===== src/hdl/svg_pkg.sv =====
package svg_pkg;

  localparam int CNT_W = 11;
  localparam int RAD_W = 16;
  localparam int TEX_W = 17;
  localparam int NRM_W = 16;
  localparam int POS_W = 23;
  localparam int XW    = 34;
  localparam int ZW    = 34;
  localparam int IN_W  = 24;
  localparam int OUT_W = 152;

  // Configuration register indexes.
  localparam logic [1:0] REG_SECTOR_COUNT  = 2'd0;
  localparam logic [1:0] REG_STACK_COUNT   = 2'd1;
  localparam logic [1:0] REG_SPHERE_RADIUS = 2'd2;

  // CORDIC start value: the inverse gain in Q1.30.
  localparam logic signed [XW-1:0] X_INIT = XW'(652032874);

  // atan(2^-i) in units of 2^-32 turn.
  localparam logic [31:0] ATAN_TURNS [24] = '{
    32'd536870912, 32'd316933406, 32'd167458907, 32'd85004756, 32'd42667331,
    32'd21354465, 32'd10680862, 32'd5340245, 32'd2670163, 32'd1335087,
    32'd667544, 32'd333772, 32'd166886, 32'd83443, 32'd41722, 32'd20861,
    32'd10430, 32'd5215, 32'd2608, 32'd1304, 32'd652, 32'd326, 32'd163, 32'd81
  };

  typedef struct packed {
    logic [CNT_W-1:0] rem;
    logic [TEX_W-1:0] quo;
  } div_t;

  typedef struct packed {
    logic signed [XW-1:0] x;
    logic signed [XW-1:0] y;
    logic signed [ZW-1:0] z;
    logic [1:0]           quad;
  } cordic_t;

  // Phase is in units of 2^-17 turn; the top two bits pick the quadrant.
  function automatic cordic_t cordic_seed(input logic [TEX_W-1:0] p);
    cordic_t c;
    c.x    = X_INIT;
    c.y    = '0;
    c.z    = ZW'({p[14:0], 15'd0});
    c.quad = p[16:15];
    return c;
  endfunction

endpackage


===== src/hdl/svg_cordic_cell.sv =====
module svg_cordic_cell #(
  parameter int IDX = 0
) (
  input  logic              clk_i,
  input  logic              en_i,
  input  svg_pkg::cordic_t  c_i,
  output svg_pkg::cordic_t  c_o
);
  import svg_pkg::*;

  logic signed [XW-1:0] dx;
  logic signed [XW-1:0] dy;
  logic signed [ZW-1:0] at;
  cordic_t              c_d, c_q;

  always_comb begin
    dx     = c_i.y >>> IDX;
    dy     = c_i.x >>> IDX;
    at     = ZW'(ATAN_TURNS[IDX]);
    c_d    = c_i;
    if (!c_i.z[ZW-1]) begin
      c_d.x = c_i.x - dx;
      c_d.y = c_i.y + dy;
      c_d.z = c_i.z - at;
    end else begin
      c_d.x = c_i.x + dx;
      c_d.y = c_i.y - dy;
      c_d.z = c_i.z + at;
    end
  end

  always_ff @(posedge clk_i) begin
    if (en_i) begin
      c_q <= c_d;
    end
  end

  assign c_o = c_q;

endmodule


===== config.mk =====
export PLATFORM = sky130hd
export DESIGN_NAME = svg_cordic_cell
export DESIGN_NICKNAME = d
export VERILOG_FILES = /design/src/hdl/svg_pkg.sv /design/src/hdl/svg_cordic_cell.sv
export SDC_FILE = /design/constraint.sdc
export NUM_CORES = 1
export LEC_CHECK = 0
export ABC_CLOCK_PERIOD_IN_PS = 7340
export BUFFER_PORTS_ARGS = -buffer_cell sky130_fd_sc_hd__buf_2
export CORE_MARGIN = 2
export CORE_UTILIZATION = 58
export DETAILED_ROUTE_END_ITERATION = 7
export PLACE_DENSITY = 0.85
export SLEW_MARGIN = 20
export SYNTH_ARGS = -nofsm -noshare
export SYNTH_HDL_FRONTEND = slang
export SYNTH_SLANG_ARGS = --single-unit
export TNS_END_PERCENT = 50

===== constraint.sdc =====
create_clock -name clk_i -period 7.34 [get_ports clk_i]
set_input_delay 0.367 -clock clk_i [delete_from_list [all_inputs] [get_ports clk_i]]
set_output_delay 0.367 -clock clk_i [all_outputs]
set_load 0.05 [all_outputs]

; ---- After elaboration in Yosys (flattened, before gate mapping)
; Index checks and enable logic that the tools add are counted.
[classes]
n_eq_ne = 0
n_mul = 0
bitwise_logic = 0
n_div = 0
n_addsub = 5
shift = 0
n_reduce_logical = 0
muxes = 1
n_lt_le_gt_ge = 0
[ops]
columns = cell, count
row1 = two-way mux 102 bit, 1
row2 = subtractor 34 bit, 2
row3 = "adder 34 x 31 -> 34 bit, second input constant", 1
row4 = adder 34 bit, 1
row5 = "subtractor 34 x 31 -> 34 bit, second input constant", 1
[word_totals]
regBits = 104
elab_cells = 10
inputBits = 106
latchBits = 0
memories = 0
mem_bits_ro = 0
output_inout_bits = 104
ram_bits = 0

; ---- Logic depth before layout (Yosys ltp)
[logic_depth]
ltp_word = 2
ltp_mapped = 13
depth_no_buf = 13

; ---- Worst setup path before layout
; OpenSTA, ideal clock, no wires.
[synth_timing]
path_type = input -> register
start = input c_i[36] in the netlist's numbering
end = register c_q (netlist bit c_o[66]) (data pin)
path_stages = 12
path_slack_ps = 4376
required_time_ps = 7073
n_path_buf = 0
arrival_ps = 2697
setup_ps = 267
cell_sequence = ha_1 -> fa_1 -> nor2b_1 -> or3_1 -> a21oi_1 -> o21bai_2 -> a31oi_1 -> o31ai_2 -> a31oi_1 -> o41a_1 -> o32ai_1 -> xnor2_1
[synth_lines]
columns = element, line
row1 = "start, declared", svg_cordic_cell.sv:6  ; input svg_pkg::cordic_t c_i,
row2 = "end signal, assigned", svg_cordic_cell.sv:34  ; c_q <= c_d;
row3 = "end, declared", svg_cordic_cell.sv:14  ; cordic_t c_d, c_q;

==> qor.yml <==
vias_per_cell: 6.01
fin_crit_sh_pct: 49.1
dieArea_um2: 16700
pre_cts_slack_ns: 3.50
portBuffers: 209
fillers: 1277
io_pins: 210
finalCriticalPeriod_ns: 3.61
synth_edf_count: 103
utilization_pct: 69.0
dp_cells: 1375
power_density_nw_per_um2: 216
cts_max_level: 3
post_drt_wl_per_cell_um: 19.1
die_y_um: 129
clock_path_buffers: 2
grt_use_total_pct: 31.5
min_to: "c_o[17]"
layout_common_cells: "buf_2, a21oi_1, edfxtp_1, ha_1, nor2_1"
status: "finished, final reports clean"
seq_area_um2: 3090
fin_nets: 1388
final_antenna_net_count: 0
drive_above_1_share_pct: 21.6
critPathMaxFanout: 17
synth_area_leader_cell: "edfxtp_1"
drt-total-wl_mm: 26.6
die_x_um: 129
avgSynthCellArea_um2: 9.10
syn_inst: 999
synth_ff_type: "edfxtp_1"
multi_input_area_um2: 5380
n_antenna_cell: 0
first_pass_iters: 5
slew_headroom_pct: 35.4
hold_buffers: 0
vias: 8366
hold_path.startpoint: "c_i[17]"
stdcell_count: 1392
slew_violations: 0
drt_first_iter_violations: 874
crit_type: "input port to flop"
end_kind: "flop"
cts_resized: 0
yosys.area.top_type_share_pct: 34.0
grt_pass1_vias: 7709
cts_buffers: 9
ys_seq_area_share_pct: 34.0
grt_overflow: 0
grt_pass1_wl_mm: 40.8
worstHoldPathType: "input port to flop"
drv_cap: 0
place_hpwl_mm: 20.9
layout_commonest_cell: "buf_2"
initial_utilization_pct: 59.6
fin_setup_tns_ns: 0
ys_seq_elements: 103
setup_ws_ns: 3.73
area_growth_pct: 15.9
worst_ep_required_time_ns: 7.45
largest_register_ffs: 103
synth_nets: 1211
antenna_found_initial: 0
p_leak_nw: 4.66
cts_sinks: 103
synthTopCellsByArea: "edfxtp_1, ha_1, a21oi_1"
arrival_ns: 3.72
coreArea_um2: 15300
root_buffer: "clkbuf_16"
clk_pin_slew_ns: 0.08
tritoncts: "built"
cts_setup_buffers: 0
hold_viol: 0
grt_max_degree: 87
hold_depth: 1
rsz0062_at_grt: "false"
rows: 45
tightest_slew_ns: 0.956
start_kind: "input port"
fin_total_pwr_mw: 2.28
peakVddDrop_mv: 0.156
gp_congestion: 1.00
drcViolationCount: 0
async_flop_share_pct: 0
synth_area_um2: 9090
setup_viol: 0
synth.distinct_cells: 80
clock.fmax_mhz: 277
ys_warn_count: 0
==> synth_stat cells, types with 8 or more instances <==
cell and n:
o21bai_1 22, a21o_1 21, nor3_1 23, xnor2_1 65
buf_1 12, nand2_1 43, a21oi_1 118, edfxtp_1 103
nand4_1 10, o31ai_1 10, inv_1 96, mux2i_1 16
nor2_1 99, nor2b_1 11, nand3_1 11, ha_1 102
o21ai_0 50, o21a_1 11, nand2b_1 8, clkbuf_1 20
==> worst max path at each step <==
| stage | startpoint | end | depth (start not counted) |
|---|---|---|---|
| floorplan | c_i[36] | c_o[66] | 12 |
| global placement | c_i[51] | c_o[103] | 12 |
| detailed placement | c_i[51] | c_o[103] | 12 |
| CTS | c_i[51] | c_o[103] | 12 |
| global route | c_i[51] | c_o[103] | 12 |
| finish | c_i[51] | c_o[103] | 12 |
==> logic make-up (layout without fill, tap and decap cells) <==
kind of cell / after synthesis / in the layout / synth area share (%)
AOI/OAI and AO/OA: 319 / 319 / 23.6
and+or+nand+nor: 236 / 236 / 12.3
buffers and inverters: 150 / 332 / 6.76
adders and majority gates: 106 / 106 / 14.9
DFF: 103 / 103 / 34.0
xor gates and xnor gates: 69 / 69 / 6.65
muxes: 16 / 16 / 1.76
==> per-stage QoR <==
stage,cell area [um2],hold slack (ns)
3_5_place_dp,10200,0.545
6_report,10500,0.176
2_1_floorplan,9090,0.466
3_3_place_gp,10200,0.543
5_1_grt,10500,0.166
4_1_cts,10500,0.168
==> power breakdown <==
group	internal, mW	switching [mW]
combinational	0.283	0.702
clock	0.244	0.261
sequential	0.758	0.0288
==> cell type report <==
type	count	share of cell area (%)
clock inverter	7	0.760
multi-input combinational	746	51.1
clock buffer	9	2.14
inverter	103	3.72
tap	211	2.51
sequential	103	29.4
timing repair buffer	213	10.4
==> critical path, cell delays in order <==
cell,delay (ns)
buf_2,0.10
inv_1,0.04
ha_1,0.71
nand4_4,0.28
or2_1,0.32
o31ai_1,0.54
a211oi_1,0.22
o221ai_1,0.20
a21oi_1,0.17
or3_1,0.39
a32o_1,0.24
xnor2_1,0.13
==> per-layer routing <==
metal / wire length (um) / global-route usage (%)
met3: 2780 / 6.36
met2: 11700 / 48.8
met4: 731 / 11.6
met5: 0 / 0
met1: 11400 / 43.8
Note: power is estimated with default switching activity, not from simulation.
