===== src/hdl/svg_pkg.sv =====
package svg_pkg;

  localparam int CNT_W = 11;
  localparam int RAD_W = 16;
  localparam int TEX_W = 17;
  localparam int NRM_W = 16;
  localparam int POS_W = 23;
  localparam int XW    = 34;
  localparam int ZW    = 34;
  localparam int IN_W  = 24;
  localparam int OUT_W = 152;

  // Configuration register indexes.
  localparam logic [1:0] REG_SECTOR_COUNT  = 2'd0;
  localparam logic [1:0] REG_STACK_COUNT   = 2'd1;
  localparam logic [1:0] REG_SPHERE_RADIUS = 2'd2;

  // CORDIC start value: the inverse gain in Q1.30.
  localparam logic signed [XW-1:0] X_INIT = XW'(652032874);

  // atan(2^-i) in units of 2^-32 turn.
  localparam logic [31:0] ATAN_TURNS [24] = '{
    32'd536870912, 32'd316933406, 32'd167458907, 32'd85004756, 32'd42667331,
    32'd21354465, 32'd10680862, 32'd5340245, 32'd2670163, 32'd1335087,
    32'd667544, 32'd333772, 32'd166886, 32'd83443, 32'd41722, 32'd20861,
    32'd10430, 32'd5215, 32'd2608, 32'd1304, 32'd652, 32'd326, 32'd163, 32'd81
  };

  typedef struct packed {
    logic [CNT_W-1:0] rem;
    logic [TEX_W-1:0] quo;
  } div_t;

  typedef struct packed {
    logic signed [XW-1:0] x;
    logic signed [XW-1:0] y;
    logic signed [ZW-1:0] z;
    logic [1:0]           quad;
  } cordic_t;

  // Phase is in units of 2^-17 turn; the top two bits pick the quadrant.
  function automatic cordic_t cordic_seed(input logic [TEX_W-1:0] p);
    cordic_t c;
    c.x    = X_INIT;
    c.y    = '0;
    c.z    = ZW'({p[14:0], 15'd0});
    c.quad = p[16:15];
    return c;
  endfunction

endpackage


===== src/hdl/svg_div_cell.sv =====
module svg_div_cell (
  input  logic                        clk_i,
  input  logic                        en_i,
  input  logic [svg_pkg::CNT_W-1:0]   div_i,
  input  svg_pkg::div_t               d_i,
  output svg_pkg::div_t               d_o
);
  import svg_pkg::*;

  logic [CNT_W:0] sh;
  logic [CNT_W:0] diff;
  logic           ge;
  div_t           d_d, d_q;

  always_comb begin
    sh        = {d_i.rem, 1'b0};
    diff      = sh - {1'b0, div_i};
    ge        = (sh >= {1'b0, div_i});
    d_d.rem   = ge ? diff[CNT_W-1:0] : sh[CNT_W-1:0];
    d_d.quo   = {d_i.quo[TEX_W-2:0], ge};
  end

  always_ff @(posedge clk_i) begin
    if (en_i) begin
      d_q <= d_d;
    end
  end

  assign d_o = d_q;

endmodule


===== config.mk =====
export PLATFORM = sky130hd
export DESIGN_NAME = svg_div_cell
export DESIGN_NICKNAME = d
export VERILOG_FILES = /design/src/hdl/svg_pkg.sv /design/src/hdl/svg_div_cell.sv
export SDC_FILE = /design/constraint.sdc
export NUM_CORES = 1
export LEC_CHECK = 0
export BUFFER_PORTS_ARGS = -buffer_cell sky130_fd_sc_hd__buf_2
export CORE_ASPECT_RATIO = 2
export CORE_MARGIN = 2
export CORE_UTILIZATION = 47
export DETAILED_ROUTE_END_ITERATION = 12
export PLACE_DENSITY_LB_ADDON = 0.25
export SLEW_MARGIN = 20
export SYNTH_ARGS = -nofsm -noshare
export SYNTH_HDL_FRONTEND = slang
export SYNTH_SLANG_ARGS = --single-unit

===== constraint.sdc =====
create_clock -name clk_i -period 2.4 [get_ports clk_i]
set_clock_uncertainty 0.05 [all_clocks]
set_input_delay 0.12 -clock clk_i [delete_from_list [all_inputs] [get_ports clk_i]]
set_output_delay 0.12 -clock clk_i [all_outputs]
set_load 0.01 [all_outputs]

# After elaboration in Yosys (flattened, before gate mapping)
# Index checks and enable logic that the tools add are counted.
[totals]
reg_bits = 28
elab_cells = 6
[op_classes]
addsub = 1
magnitude_cmp = 1
muxes = 1
[ops]
columns = ["op", "count"]
rows = [
  ["$ge 12x11->1", 1],
  ["$mux 11", 1],
  ["$sub 11x11->11", 1],
]

# Longest topological paths before layout
[depth]
word_depth = 2
mapped_depth = 9
mapped_depth_nobuf = 9

# Worst setup path before layout
# OpenSTA, ideal clock, no wires.
[synth_path]
kind = "input to register"
start = "input port div_i[0] in the netlist's numbering"
end = "register d_q, in the netlist d_o[20], data pin"
stages = 8
required_ns = 2.090
setup_slack_ns = 0.382
setup_time_ns = 0.260
t_arrival_ns = 1.708
path_cell_list = "inv_1 fa_1 o211ai_1 nand2_1 a211o_1 nor2_8 inv_4 mux2_4"
[synth_rtl]
columns = ["item", "line", "rtl"]
rows = [
  ["start, declared", "svg_div_cell.sv:4", "input logic [svg_pkg::CNT_W-1:0] div_i,"],
  ["end signal, assigned", "svg_div_cell.sv:25", "d_q <= d_d;"],
  ["end, declared", "svg_div_cell.sv:13", "div_t d_d, d_q;"],
]

==> impl_metrics.json <==
{
  "syn_area_um2": 1583,
  "p_sw_mw": 0.3155,
  "portBuffers": 67,
  "wl_per_cell_um": 14.88,
  "clk_pin_slew_ns": 0.09,
  "antenna_found_initial": 0,
  "fin_nets": 266,
  "hold_path.class": "in2reg",
  "min_from": "d_i[23]",
  "htree_num_levels": 1,
  "rows": 29,
  "numCtsBuffers": 3,
  "root_buffer": "clkbuf_8",
  "grt_max_degree": 29,
  "powerDensity_nw_per_um2": 559.0,
  "dpl.hpwl_um": 2755,
  "core_um2": 3193,
  "rsz0062_at_grt": "no",
  "outcome": "completed",
  "synth_edf_count": 28,
  "grt_util_all_layers": 0.1971,
  "fp.dieW_um": 45.04,
  "fmax_mhz": 496.9,
  "finalSetupTns_ns": 0,
  "min_to": "d_o[24]",
  "postCtsHoldBufs": 16,
  "slew_violations": 0,
  "power_frac_seq": 0.511,
  "tightest_slew_ns": 0.5934,
  "area.growth.synth_to_final_pct": 35.34,
  "largest_reg_flops": 28,
  "synth_cells": 127,
  "period_share": 0.8385,
  "cts_setup_buffers": 0,
  "swShare": 0.2635,
  "worstPathCellList": "buf_2 -> inv_1 -> fa_1 -> o211ai_1 -> nand2_1 -> a211o_1 -> nor2_8 -> inv_4 -> mux2_4",
  "drc": 0,
  "cpMaxStageDelayCell": "fa_1",
  "gp_congestion": 0.7851,
  "power_frac_comb": 0.287,
  "power.total_mw": 1.197,
  "syn_area_per_cell_um2": 12.46,
  "grt_pass1_wl_um": 5789,
  "final_core_util": 0.6708,
  "worstPathMaxFanout": 8,
  "setup_violations": 0,
  "dieHeight_um": 86.07,
  "cts-resized-gates": 0,
  "vias": 1354,
  "antenna_cells": 0,
  "post-route-min-period_ns": 2.012,
  "cts_tree": "built",
  "hold_viol": 0,
  "power.share.clock": 0.202,
  "critPathMaxStageDelay_ns": 0.47,
  "initial_utilization": 0.4957,
  "hold_depth": 2,
  "overflow": 0,
  "ys_warn_count": 0,
  "synthFlopType": "edfxtp_1",
  "synth-seq-area-share": 0.5312,
  "drv_cap": 0,
  "worstPathRequired_ns": 2.37,
  "end_kind": "register",
  "synth.ff_latch_count": 28,
  "drt_wl_total_um": 3602,
  "first_pass_iters": 4,
  "ys_types": 41,
  "slew_headroom": 0.6044,
  "vias_per_cell": 5.595,
  "peakVddDrop_mv": 0.2889,
  "clk_path_buf_depth": 2,
  "grt_pass1_vias": 1388,
  "syn_nets": 180,
  "intPower_mw": 0.8818,
  "die_area_um2": 3876,
  "startpoint_type": "input port",
  "postSynth.asyncResetShare": 0,
  "io_pins": 69,
  "drt_iter0_drc": 30,
  "p_leak_nw": 0.9760,
  "arrival_ns": 1.98,
  "critPathKind": "in2reg",
  "drtAntennaViolNets": 0,
  "clock-sinks": 28,
  "drive_above_1_share": 0.3839
}
==> cells in the final DEF (no fill, tap or decap), types with 2 or more instances in the layout <==
cell / instances
a21oi_1: 7
buf_2: 67
clkbuf_8: 3
dlygate4sd3_1: 16
edfxtp_1: 28
ha_1: 11
inv_1: 13
mux2_4: 5
nand2_1: 6
nand3_1: 4
nor2_1: 9
nor2b_1: 3
nor3_1: 4
o211ai_1: 2
o21a_1: 3
o31ai_1: 2
xnor2_1: 3
==> worst max-delay path by stage <==
stage	start	to	slack (ns)
floorplan	div_i[0]	d_o[20]	0.38
global placement	div_i[0]	d_o[22]	0.13
detailed placement	div_i[1]	d_o[26]	0.08
CTS	div_i[1]	d_o[26]	0.37
global route	div_i[0]	d_o[24]	0.31
finish	div_i[0]	d_o[21]	0.39
==> area by class of cell <==
class	count	area, µm²
fillers	252	1051
flip-flops and latches	28	840.8
multi-input cells	83	670.6
repair buffers	83	495.5
inverters	14	55.05
clock buffers	3	41.29
well taps	31	38.79
==> Yosys cell counts (all sizes together) (3+ instances only) <==
cell type	instances	area [µm²]
nand3	4	20.02
inv	14	55.06
nor2	10	53.80
xnor2	3	26.28
nor3	4	20.02
a21oi	9	60.06
nor2b	3	18.77
o21a	3	22.52
edfxtp	28	840.8
mux2	6	86.33
nand2	6	22.52
ha	11	137.6
==> logic make-up after synthesis <==
logic type | synth area share
simple gates | 0.1146
mux | 0.05454
xor+xnor | 0.02214
fa+ha+maj | 0.09960
compound gates | 0.1328
buf+inv | 0.04506
flops | 0.5312
==> through the flow <==
stage / cells / hold slack [ns] / worst slack [ns] / instance area (µm²)
2_1_floorplan: 127 / 0.1689 / 0.3818 / 1583
3_3_place_gp: 223 / 0.2472 / 0.1326 / 1941
3_5_place_dp: 223 / 0.2487 / 0.07988 / 1941
4_1_cts: 242 / 0.1219 / 0.3739 / 2142
5_1_grt: 242 / 0.1262 / 0.3142 / 2142
6_report: 242 / 0.1247 / 0.3876 / 2142
==> power groups by stage <==
| stage | registers (mW) | clock network (mW) | logic, mW |
|---|---|---|---|
| floorplan | 0.655 | 0 | 0.173 |
| global placement | 0.622 | 0 | 0.312 |
| detailed placement | 0.623 | 0 | 0.323 |
| CTS | 0.612 | 0.245 | 0.345 |
| global route | 0.617 | 0.262 | 0.376 |
| finish | 0.612 | 0.242 | 0.344 |
==> routing by layer <==
metal,GRT usage,wire (µm),share of wire
met2,0.3961,2147,0.60
met4,0.08021,80,0.022
met3,0.01684,210,0.058
met5,0,0,0
met1,0.1818,1163,0.32
==> critical path: cells and delay by family <==
| family | cells | cell delay [ns] |
|---|---|---|
| AO/OA/AOI/OAI | 2 | 0.57 |
| buffers and inverters | 3 | 0.25 |
| adder cells (fa/ha/maj) | 1 | 0.47 |
| AND/OR/NAND/NOR | 2 | 0.27 |
| multiplexers | 1 | 0.30 |
No activity file was read; power rests on OpenSTA's default activity.
